$ cat config.mk
export PLATFORM = sky130hd
export DESIGN_NAME = median3_ema_distance_to_duty
export DESIGN_NICKNAME = d
export VERILOG_FILES = /design/src/hdl/m3e_pkg.sv /design/src/hdl/m3e_median.sv /design/src/hdl/m3e_ema.sv /design/src/hdl/median3_ema_distance_to_duty.sv
export SDC_FILE = /design/constraint.sdc
export NUM_CORES = 1
export LEC_CHECK = 0
export ABC_AREA = 0
export BUFFER_PORTS_ARGS = -buffer_cell sky130_fd_sc_hd__buf_2
export CAP_MARGIN = 20
export CORE_ASPECT_RATIO = 1.2
export CORE_UTILIZATION = 35
export CTS_CLUSTER_SIZE = 24
export DETAILED_ROUTE_END_ITERATION = 10
export PLACE_DENSITY_LB_ADDON = 0.08
export SYNTH_ARGS = -nofsm -noshare
export SYNTH_HDL_FRONTEND = slang
export SYNTH_HIERARCHICAL = 1
export SYNTH_SLANG_ARGS = --single-unit
$ cat constraint.sdc
create_clock -name clk -period 18.9 [get_ports clk]
set_input_delay 0.945 -clock clk [delete_from_list [all_inputs] [get_ports clk]]
set_output_delay 0.945 -clock clk [all_outputs]
set_load 0.01 [all_outputs]
$ cat src/hdl/m3e_pkg.sv
package m3e_pkg;

  localparam int unsigned GROUP_SIZE = 3;
  localparam int unsigned POS_W      = 2;
  localparam int unsigned DIST_W     = 16;
  localparam int unsigned AVG_W      = 24;
  localparam int unsigned FRAC_W     = 8;
  localparam int unsigned WEIGHT_W   = 9;
  localparam int unsigned LIMIT_W    = 10;
  localparam int unsigned OFFSET_W   = 10;
  localparam int unsigned DUTY_W     = 11;
  localparam int unsigned ADDR_W     = 4;
  localparam int unsigned DATA_W     = 32;

  localparam logic [POS_W-1:0] LAST_POS = POS_W'(GROUP_SIZE - 1);

  localparam logic [WEIGHT_W-1:0] WEIGHT_ONE = WEIGHT_W'(256);

  localparam logic [WEIGHT_W-1:0] SMOOTHING_WEIGHT_RST = WEIGHT_W'(77);
  localparam logic [LIMIT_W-1:0]  NEAR_LIMIT_RST       = LIMIT_W'(50);
  localparam logic [OFFSET_W-1:0] DUTY_OFFSET_RST      = OFFSET_W'(20);
  localparam logic [DUTY_W-1:0]   FAR_DUTY_RST         = DUTY_W'(75);

  typedef enum logic [1:0] {
    REG_SMOOTHING_WEIGHT = 2'd0,
    REG_NEAR_LIMIT       = 2'd1,
    REG_DUTY_OFFSET      = 2'd2,
    REG_FAR_DUTY         = 2'd3
  } reg_index_t;

  typedef struct packed {
    logic [WEIGHT_W-1:0] smoothing_weight;
    logic [LIMIT_W-1:0]  near_limit;
    logic [OFFSET_W-1:0] duty_offset;
    logic [DUTY_W-1:0]   far_duty;
  } cfg_t;

endpackage

$ cat src/hdl/m3e_median.sv
module m3e_median (
  input  logic                        clk,
  input  logic                        rst,
  input  logic                        step,
  input  logic [m3e_pkg::DIST_W-1:0]  reading,
  output logic                        close,
  output logic [m3e_pkg::DIST_W-1:0]  median
);

  logic [m3e_pkg::POS_W-1:0]  group_position;
  logic [m3e_pkg::DIST_W-1:0] held0;
  logic [m3e_pkg::DIST_W-1:0] held1;
  logic [m3e_pkg::DIST_W-1:0] lo_ab;
  logic [m3e_pkg::DIST_W-1:0] hi_ab;
  logic [m3e_pkg::DIST_W-1:0] lo_hc;

  assign close = (group_position >= m3e_pkg::LAST_POS);

  always_ff @(posedge clk) begin
    if (rst) begin
      group_position <= '0;
    end else if (step) begin
      if (close) begin
        group_position <= '0;
      end else begin
        group_position <= group_position + 1'b1;
      end
    end
  end

  always_ff @(posedge clk) begin
    if (step && !close) begin
      if (group_position[0]) begin
        held1 <= reading;
      end else begin
        held0 <= reading;
      end
    end
  end

  always_comb begin
    lo_ab  = (held0 < held1) ? held0 : held1;
    hi_ab  = (held0 < held1) ? held1 : held0;
    lo_hc  = (hi_ab < reading) ? hi_ab : reading;
    median = (lo_ab > lo_hc) ? lo_ab : lo_hc;
  end

endmodule

$ cat src/hdl/m3e_ema.sv
module m3e_ema (
  input  logic                          clk,
  input  logic                          rst,
  input  logic                          update,
  input  logic [m3e_pkg::DIST_W-1:0]    median,
  input  m3e_pkg::cfg_t                 cfg,
  output logic [m3e_pkg::DIST_W-1:0]    smoothed_distance,
  output logic [m3e_pkg::DUTY_W-1:0]    duty
);

  localparam int unsigned P1_W  = m3e_pkg::WEIGHT_W + m3e_pkg::DIST_W;
  localparam int unsigned P2_W  = m3e_pkg::WEIGHT_W + m3e_pkg::AVG_W;
  localparam int unsigned SUM_W = P2_W + 1;

  logic [m3e_pkg::AVG_W-1:0]    average_q8;
  logic [m3e_pkg::AVG_W-1:0]    average_q8_next;
  logic [m3e_pkg::AVG_W-1:0]    base;
  logic [m3e_pkg::WEIGHT_W-1:0] alpha;
  logic [m3e_pkg::WEIGHT_W-1:0] keep;
  logic [P1_W-1:0]              p1;
  logic [P2_W-1:0]              p2;
  logic [SUM_W-1:0]             sum;

  always_comb begin
    base  = (average_q8 == '0) ? {median, {m3e_pkg::FRAC_W{1'b0}}} : average_q8;
    alpha = cfg.smoothing_weight[m3e_pkg::WEIGHT_W-1] ? m3e_pkg::WEIGHT_ONE
                                                       : cfg.smoothing_weight;
    keep  = m3e_pkg::WEIGHT_ONE - alpha;
    p1    = P1_W'(alpha) * P1_W'(median);
    p2    = P2_W'(keep) * P2_W'(base);
    sum   = SUM_W'({p1, {m3e_pkg::FRAC_W{1'b0}}}) + SUM_W'(p2)
          + SUM_W'(1 << (m3e_pkg::FRAC_W - 1));
    average_q8_next = sum[m3e_pkg::FRAC_W +: m3e_pkg::AVG_W];

    smoothed_distance = average_q8_next[m3e_pkg::FRAC_W +: m3e_pkg::DIST_W];
    if (smoothed_distance < m3e_pkg::DIST_W'(cfg.near_limit)) begin
      duty = m3e_pkg::DUTY_W'(smoothed_distance[m3e_pkg::LIMIT_W-1:0])
           + m3e_pkg::DUTY_W'(cfg.duty_offset);
    end else begin
      duty = cfg.far_duty;
    end
  end

  always_ff @(posedge clk) begin
    if (rst) begin
      average_q8 <= '0;
    end else if (update) begin
      average_q8 <= average_q8_next;
    end
  end

endmodule

$ cat src/hdl/median3_ema_distance_to_duty.sv
// A reading that closes a group of three gives a result beat (it moves from the input
// register to the result register); others give none. Throughput: one reading per cycle
// while a stalled result does not hold back a closing reading; the median network, both
// weight multiplies and the duty compare sit between the input register and the result register.
// Reset is synchronous and active high: it empties both registers, clears the group
// position and the moving average, and loads the register defaults.
module median3_ema_distance_to_duty (
  input  logic                               clk,
  input  logic                               rst,
  input  logic                               in_valid,
  output logic                               in_stall,
  input  logic [m3e_pkg::DIST_W-1:0]         reading,
  output logic                               out_valid,
  input  logic                               out_stall,
  output logic [m3e_pkg::DIST_W-1:0]         median_distance,
  output logic [m3e_pkg::DIST_W-1:0]         smoothed_distance,
  output logic [m3e_pkg::DUTY_W-1:0]         duty,
  input  logic                               psel,
  input  logic                               penable,
  input  logic                               pwrite,
  input  logic [m3e_pkg::ADDR_W-1:0]         paddr,
  input  logic [m3e_pkg::DATA_W-1:0]         pwdata,
  output logic [m3e_pkg::DATA_W-1:0]         prdata,
  output logic                               pready
);

  m3e_pkg::cfg_t              cfg;
  m3e_pkg::reg_index_t        reg_sel;
  logic                       s1_valid;
  logic [m3e_pkg::DIST_W-1:0] s1_reading;
  logic                       close;
  logic                       out_free;
  logic                       step;
  logic                       emit;
  logic                       in_accept;
  logic [m3e_pkg::DIST_W-1:0] median;
  logic [m3e_pkg::DIST_W-1:0] smooth;
  logic [m3e_pkg::DUTY_W-1:0] duty_calc;

  assign pready  = 1'b1;
  assign reg_sel = m3e_pkg::reg_index_t'(paddr[3:2]);

  always_ff @(posedge clk) begin
    if (rst) begin
      cfg.smoothing_weight <= m3e_pkg::SMOOTHING_WEIGHT_RST;
      cfg.near_limit       <= m3e_pkg::NEAR_LIMIT_RST;
      cfg.duty_offset      <= m3e_pkg::DUTY_OFFSET_RST;
      cfg.far_duty         <= m3e_pkg::FAR_DUTY_RST;
    end else if (psel && penable && pwrite && pready) begin
      case (reg_sel)
        m3e_pkg::REG_SMOOTHING_WEIGHT: begin
          cfg.smoothing_weight <= pwdata[m3e_pkg::WEIGHT_W-1:0];
        end
        m3e_pkg::REG_NEAR_LIMIT: begin
          cfg.near_limit <= pwdata[m3e_pkg::LIMIT_W-1:0];
        end
        m3e_pkg::REG_DUTY_OFFSET: begin
          cfg.duty_offset <= pwdata[m3e_pkg::OFFSET_W-1:0];
        end
        m3e_pkg::REG_FAR_DUTY: begin
          cfg.far_duty <= pwdata[m3e_pkg::DUTY_W-1:0];
        end
        default: begin
        end
      endcase
    end
  end

  always_comb begin
    case (reg_sel)
      m3e_pkg::REG_SMOOTHING_WEIGHT: prdata = m3e_pkg::DATA_W'(cfg.smoothing_weight);
      m3e_pkg::REG_NEAR_LIMIT:       prdata = m3e_pkg::DATA_W'(cfg.near_limit);
      m3e_pkg::REG_DUTY_OFFSET:      prdata = m3e_pkg::DATA_W'(cfg.duty_offset);
      m3e_pkg::REG_FAR_DUTY:         prdata = m3e_pkg::DATA_W'(cfg.far_duty);
      default:                       prdata = '0;
    endcase
  end

  // A reading that only fills the group never waits on the result side.
  assign out_free  = !out_valid || !out_stall;
  assign step      = s1_valid && (!close || out_free);
  assign emit      = step && close;
  assign in_stall  = s1_valid && !step;
  assign in_accept = in_valid && !in_stall;

  always_ff @(posedge clk) begin
    if (rst) begin
      s1_valid <= 1'b0;
    end else if (in_accept) begin
      s1_valid <= 1'b1;
    end else if (step) begin
      s1_valid <= 1'b0;
    end
  end

  always_ff @(posedge clk) begin
    if (in_accept) begin
      s1_reading <= reading;
    end
  end

  m3e_median u_median (
    .clk     (clk),
    .rst     (rst),
    .step    (step),
    .reading (s1_reading),
    .close   (close),
    .median  (median)
  );

  m3e_ema u_ema (
    .clk               (clk),
    .rst               (rst),
    .update            (emit),
    .median            (median),
    .cfg               (cfg),
    .smoothed_distance (smooth),
    .duty              (duty_calc)
  );

  always_ff @(posedge clk) begin
    if (rst) begin
      out_valid <= 1'b0;
    end else if (emit) begin
      out_valid <= 1'b1;
    end else if (out_free) begin
      out_valid <= 1'b0;
    end
  end

  always_ff @(posedge clk) begin
    if (emit) begin
      median_distance   <= median;
      smoothed_distance <= smooth;
      duty              <= duty_calc;
    end
  end

endmodule
=== After elaboration in Yosys (flattened, before gate mapping) ===
Index checks and enable logic that the tools add are counted.

* Register bits after elaboration: 159
* Input bits: 59
* Output and inout bits: 78
* Word-level logic and storage cells: 67

* Add/subtract/negate cells: 5
* $mul: 2
* $lt $le $gt $ge: 5
* Equal/unequal tests: 3
* Muxes and demuxes: 13
* Bitwise gates (word level): 1
* Reduce and logical (&&, ||, !) cells: 24

{| class="wikitable"
|+ Operator list
! cell !! number
|-
| $pmux W32 S4 || 1
|-
| $mux W16 || 4
|-
| $add A32 B32 Y32 || 1
|-
| $add A32 B8 Y32 const B || 1
|-
| $lt A16 B16 Y1 || 2
|-
| $mul A9 B24 Y32 || 1
|-
| $logic_not A24 Y1 || 1
|-
| $mul A9 B16 Y24 || 1
|-
| $mux W24 || 1
|-
| $gt A16 B16 Y1 || 1
|-
| $lt A16 B10 Y1 || 1
|-
| $reduce_and A2 Y1 || 6
|-
| $add A10 B10 Y11 || 1
|-
| $mux W11 || 1
|-
| $mux W9 || 1
|-
| $sub A9 B9 Y9 const A || 1
|-
| $logic_and A1 B1 Y1 || 7
|-
| $logic_not A1 Y1 || 5
|-
| $eq A2 B2 Y1 const B || 2
|-
| $mux W1 || 4
|-
| $reduce_bool A2 Y1 || 2
|-
| $add A2 B1 Y2 const B || 1
|-
| $eq A2 B1 Y1 const B || 1
|-
| $ge A2 B2 Y1 const B || 1
|-
| other kinds (4) || 5
|}

=== Logic depth before layout (Yosys ltp) ===
* Depth in word-level cells: 12
* Mapped depth: 66
* Mapped depth without buffers: 60

=== By module ===
Netlist, hierarchy kept.

{| class="wikitable"
|+ Modules (own cells, without submodules)
! module !! instances !! cells each !! area each (µm²) !! seq. area each (µm²)
|-
| m3e_ema || 1 || 1549 || 13150.1 || 480.5
|-
| median3_ema_distance_to_duty || 1 || 266 || 3923.8 || 2612.5
|-
| m3e_median || 1 || 311 || 3006.6 || 1001.0
|}

=== Worst setup path before layout ===
No wires, ideal clock.

* Path kind: flip-flop to flip-flop
* Start: register u_median/held0[6] (netlist name)
* End: register duty[2] (netlist name), data pin
* Library setup time: 260 ps
* Data arrival time: 13131 ps
* Required time: 18640 ps
* Slack: 5509 ps
* Cell stages (with the launch flop): 63
* Buffers on the path: 7
* Clock period less this slack: 13391 ps
* Cells stage by stage: edfxtp_1 -> ha_1 -> a21oi_2 -> nand2_1 -> a211o_1 -> o21ai_2 -> nand2_1 -> clkbuf_1 -> o21ai_0 -> ha_1 -> a211oi_1 -> o21bai_1 -> a211oi_1 -> o21ai_1 -> a211oi_1 -> nor3_2 -> buf_6 -> buf_8 -> [27 not listed] -> xnor2_1 -> fa_1 -> inv_1 -> ha_1 -> a21oi_1 -> o21ai_0 -> or4b_1 -> and2_4 -> xor2_1 -> ha_1 -> o2111ai_1 -> o21ai_0 -> a21o_1 -> a221o_1 -> nor4_1 -> nand4bb_1 -> buf_6 -> mux2_4

* Longest elaborated chain between the ends: 12
* Elaborated cells on any way between the ends: 15
* Classes of those cells: add/sub (3); mul (2); order compare (4); mux (6)

{| class="wikitable"
|+ Ends and longest elaborated chain
! item !! line !! text
|-
| start: declaration || m3e_median.sv:11 || <nowiki>logic [m3e_pkg::DIST_W-1:0] held0;</nowiki>
|-
| start signal: assignment || m3e_median.sv:36 || <nowiki>held0 <= reading;</nowiki>
|-
| $lt A16 B16 Y1 || m3e_median.sv:42, m3e_median.sv:43 ||
|-
| $mux W16 || m3e_median.sv:43 || <nowiki>hi_ab = (held0 < held1) ? held1 : held0;</nowiki>
|-
| $lt A16 B16 Y1 || m3e_median.sv:44 || <nowiki>lo_hc = (hi_ab < reading) ? hi_ab : reading;</nowiki>
|-
| $mux W16 || m3e_median.sv:44 ||
|-
| $gt A16 B16 Y1 || m3e_median.sv:45 || <nowiki>median = (lo_ab > lo_hc) ? lo_ab : lo_hc;</nowiki>
|-
| $mux W16 (*) || m3e_median.sv:45 ||
|-
| via median (one bit) || median3_ema_distance_to_duty.sv:36 || <nowiki>logic [m3e_pkg::DIST_W-1:0] median;</nowiki>
|-
| $mux W24 || m3e_ema.sv:25 || <nowiki>base = (average_q8 == '0) ? {median, {m3e_pkg::FRAC_W{1'b0}}} : average_q8;</nowiki>
|-
| $mul A9 B24 Y32 || m3e_ema.sv:30 || <nowiki>p2 = P2_W'(keep) * P2_W'(base);</nowiki>
|-
| $add A32 B32 Y32 (*) || m3e_ema.sv:31 || <nowiki>sum = SUM_W'({p1, {m3e_pkg::FRAC_W{1'b0}}}) + SUM_W'(p2)</nowiki>
|-
| $add A32 B8 Y32 (*) || m3e_ema.sv:32 || <nowiki>+ SUM_W'(1 << (m3e_pkg::FRAC_W - 1));</nowiki>
|-
| via u_ema.sum[23] || m3e_ema.sv:22 || <nowiki>logic [SUM_W-1:0] sum;</nowiki>
|-
| $lt A16 B10 Y1 (*) || m3e_ema.sv:36 || <nowiki>if (smoothed_distance < m3e_pkg::DIST_W'(cfg.near_limit)) begin</nowiki>
|-
| $mux W11 (*) || m3e_ema.sv:36 ||
|-
| via duty_calc (one bit) || median3_ema_distance_to_duty.sv:38 || <nowiki>logic [m3e_pkg::DUTY_W-1:0] duty_calc;</nowiki>
|-
| end signal: assignment || median3_ema_distance_to_duty.sv:135 || <nowiki>duty <= duty_calc;</nowiki>
|-
| end: declaration || median3_ema_distance_to_duty.sv:17 || <nowiki>output logic [m3e_pkg::DUTY_W-1:0] duty,</nowiki>
|}

The timed path passes the listed nets; every way through them passes the cells marked *.
A chain may end at the register's enable or synchronous reset.

=== Worst setup path after layout ===
* Start: register u_median/held0[9] (netlist name)
* End: register duty[2] (netlist name), data pin

* Longest elaborated chain between the ends: 12
* Elaborated cells on any way between the ends: 15
* Classes of those cells: add/sub (3); mul (2); order compare (4); mux (6)

{| class="wikitable"
|+ Ends and longest elaborated chain
! item !! line !! text
|-
| $lt A16 B16 Y1 || m3e_median.sv:42, m3e_median.sv:43 ||
|-
| $mux W16 || m3e_median.sv:43 ||
|-
| $lt A16 B16 Y1 || m3e_median.sv:44 ||
|-
| $mux W16 || m3e_median.sv:44 ||
|-
| $gt A16 B16 Y1 || m3e_median.sv:45 ||
|-
| $mux W16 (*) || m3e_median.sv:45 ||
|-
| via median (one bit) || median3_ema_distance_to_duty.sv:36 ||
|-
| $mux W24 || m3e_ema.sv:25 ||
|-
| $mul A9 B24 Y32 || m3e_ema.sv:30 ||
|-
| $add A32 B32 Y32 (*) || m3e_ema.sv:31 ||
|-
| $add A32 B8 Y32 (*) || m3e_ema.sv:32 ||
|-
| via smooth (one bit) || median3_ema_distance_to_duty.sv:37 || <nowiki>logic [m3e_pkg::DIST_W-1:0] smooth;</nowiki>
|-
| $lt A16 B10 Y1 (*) || m3e_ema.sv:36 ||
|-
| $mux W11 (*) || m3e_ema.sv:36 ||
|-
| via duty_calc (one bit) || median3_ema_distance_to_duty.sv:38 ||
|}

Marks and branches as above.

==> impl_metrics.yaml <==
cts:
  cts_hold_buf: 0
  clk_pin_slew_ns: 0.07
  h-tree-depth: 4
  root_buffer: "clkbuf_16"
  cts_buffers: 17
  cts_tree: "done"
  cts_sinks: 159
  cts_resized: 0
  clk_latency_ns: 0.49
  postCtsSetupRepairBufs: 0
  cts.path.max_buffers: 2
synth:
  synth_top_area_share_pct: 27.5
  syn_inst: 2126
  yosys.area.top_type: "fa_1"
  syn_area_sq_um: 20100
  synth_edf_count: 91
  synth_async_sr_flop_share_pct: 0
  ys_top_cells_by_area: "fa_1 28%, edfxtp_1 14%, ha_1 9.7%, inv_1 6.9%, dfxtp_1 6.8%"
  yosys.cell_types.count: 79
  ys_seq_elements: 159
  synth_area_per_cell_sq_um: 9.45
  synthFlopType: "edfxtp_1"
  ys_seq_area_share_pct: 20.4
  yosysWarnings: 6
status:
  violations: "DRC"
  status: "finished, violations left"
layout:
  final_common_cell: "inv_1"
  antenna_cells: 0
  synthToLayoutAreaGrowth_pct: 9.45
  mostFrequentLayoutCells: "368 x inv_1, 276 x fa_1, 190 x nand2_1, 157 x nor2_1, 155 x ha_1"
  drive_gt1_share_pct: 10.9
  nets: 2678
setup_path:
  slowest_stage: "o41ai_1"
  crit_path_max_fanout: 19
  crit_top_cell: "ha_1"
  cpLargestDelayFamily: "compound AO/OA/AOI/OAI gates"
  cp_data_required_time_ns: 19.13
  end_kind: "register"
  crit_type: "register to register"
  arrival_ns: 16.60
  crit_buf_inv: 7
  critPathLaunchType: "register"
  slowest_delay_ns: 0.91
routing:
  avgRoutedWirePerCell_microns: 19.4
  via_count: 14400
  via_per_inst: 4.93
  routed_wl_microns: 56900
  drtAntennaViolNets: 0
  drc: 3
  drt_iter0_markers: 647
  first_pass_iters: 8
timing:
  skew_ns: 0.0170
  setup-tns-final_ns: 0
  slew_headroom_pct: 32.9
  hold_viol_final: 0
  period_minus_slack_ns: 16.38
  setup_viol: 0
  rsz0062_at_grt: "no"
  finalWorstSetupSlack_ns: 2.52
  max_freq_mhz: 61.1
  period_share_pct: 86.6
  tightest_slew_ns: 1.00
  slew_violations: 0
global_routing:
  grt_pass1_vias: 15600
  gr-total-overflow: 0
  grt_max_degree: 87
  grt_pass1_wl_microns: 90800
  grt_usage_pct: 20.8
  antenna_found_initial: 0
placed_design:
  gp_congestion: 0.842
  io_buffers: 91
  dp_hpwl_microns: 44600
  place_ws_ns: 2.56
floorplan:
  initial_core_util_pct: 35.6
  core_sq_um: 56300
  die_area_sq_um: 58300
  die_w_microns: 221
  ios: 137
  fp.dieH_microns: 264
  num_rows: 95
worst_hold_path:
  hold_path.class: "register to register"
flow_run:
  maxCapViolCount: 0
==> state kept, by name (all words and copies together) (netlist names) <==
| signal | cells |
|---|---|
| cfg | 40 |
| duty | 11 |
| median_distance | 16 |
| out_valid | 1 |
| s1_reading | 16 |
| s1_valid | 1 |
| smoothed_distance | 16 |
| u_ema/average_q8 | 24 |
| u_median/group_position | 2 |
| u_median/held0 | 16 |
| u_median/held1 | 16 |
==> worst reg2reg max path, delay by kind of cell, from the launching register on <==
| family | cells | cell delay, ns |
|---|---|---|
| AND/OR/NAND/NOR | 13 | 2.90 |
| buffers and inverters | 7 | 1.05 |
| multiplexers | 3 | 1.34 |
| AO/OA/AOI/OAI | 20 | 5.40 |
| XOR/XNOR | 2 | 0.52 |
| flip-flops | 1 | 0.42 |
| adder cells (fa/ha/maj) | 11 | 4.50 |
==> synthesized netlist by cell type, types with 41 or more instances <==
cell,instances
nor2_1,159
mux2i_1,85
buf_4,41
and2_1,123
xnor2_1,46
clkbuf_1,74
edfxtp_1,91
nand2b_1,42
dfxtp_1,68
fa_1,276
ha_1,155
inv_1,368
o21ai_0,43
a21oi_1,80
nand2_1,190
==> layout make-up <==
cell class | count | area [sq um]
Tap cell | 727 | 910
Clock buffer | 18 | 429
Clock inverter | 14 | 218
Inverter | 369 | 1390
Timing Repair Buffer | 151 | 906
Multi-Input combinational cell | 1490 | 14000
Fill cell | 5804 | 34400
Sequential cell | 159 | 4090
==> logic make-up (layout without fill, tap and decap cells) <==
group / after synthesis / count (layout) / share of synthesized area [%]
and+or+nand+nor: 614 / 614 / 14.9
muxes: 119 / 119 / 6.90
buffers and inverters: 497 / 552 / 10.3
DFF: 159 / 159 / 20.4
xor gates and xnor gates: 63 / 63 / 2.75
adders and majority gates: 431 / 431 / 37.2
AOI/OAI and AO/OA: 241 / 241 / 7.53
other: 2 / 22 / 0.0374
==> layer usage <==
layer	global-route usage (%)	wire length, microns	vias to the layer above	share of wire (%)
met4	5.70	1170	0	2.1
met5	0	0	-	0
met1	26.7	25100	7344	44
li1	-	-	6824	-
met3	3.34	1840	53	3.2
met2	35.8	28800	226	51
==> per-stage QoR <==
step                      util, %  std cells  hold slack, ns  cell area (sq um)
after floorplan                 -       2146           0.452              20200
after CTS                    39.0       2928           0.494              22000
after global routing         39.0       2928           0.526              22000
final                        39.0       2928           0.492              22000
after detailed placement     37.9       2896           0.482              21300
after global placement       37.9       2896           0.476              21300
==> final timing paths <==
path / from / end / slack, ns / cells after the start
max reg2reg: u_median/held0[9] / duty[2] / 2.52 / 56
min: cfg[5] / cfg[5] / 0.49 / 2
min reg2reg: cfg[5] / cfg[5] / 0.49 / 2
max: u_median/held0[9] / duty[2] / 2.52 / 56
Power is left out: the tool's default activity adds up to more than one toggle a clock period on the data nets, which glitch-free logic cannot reach.
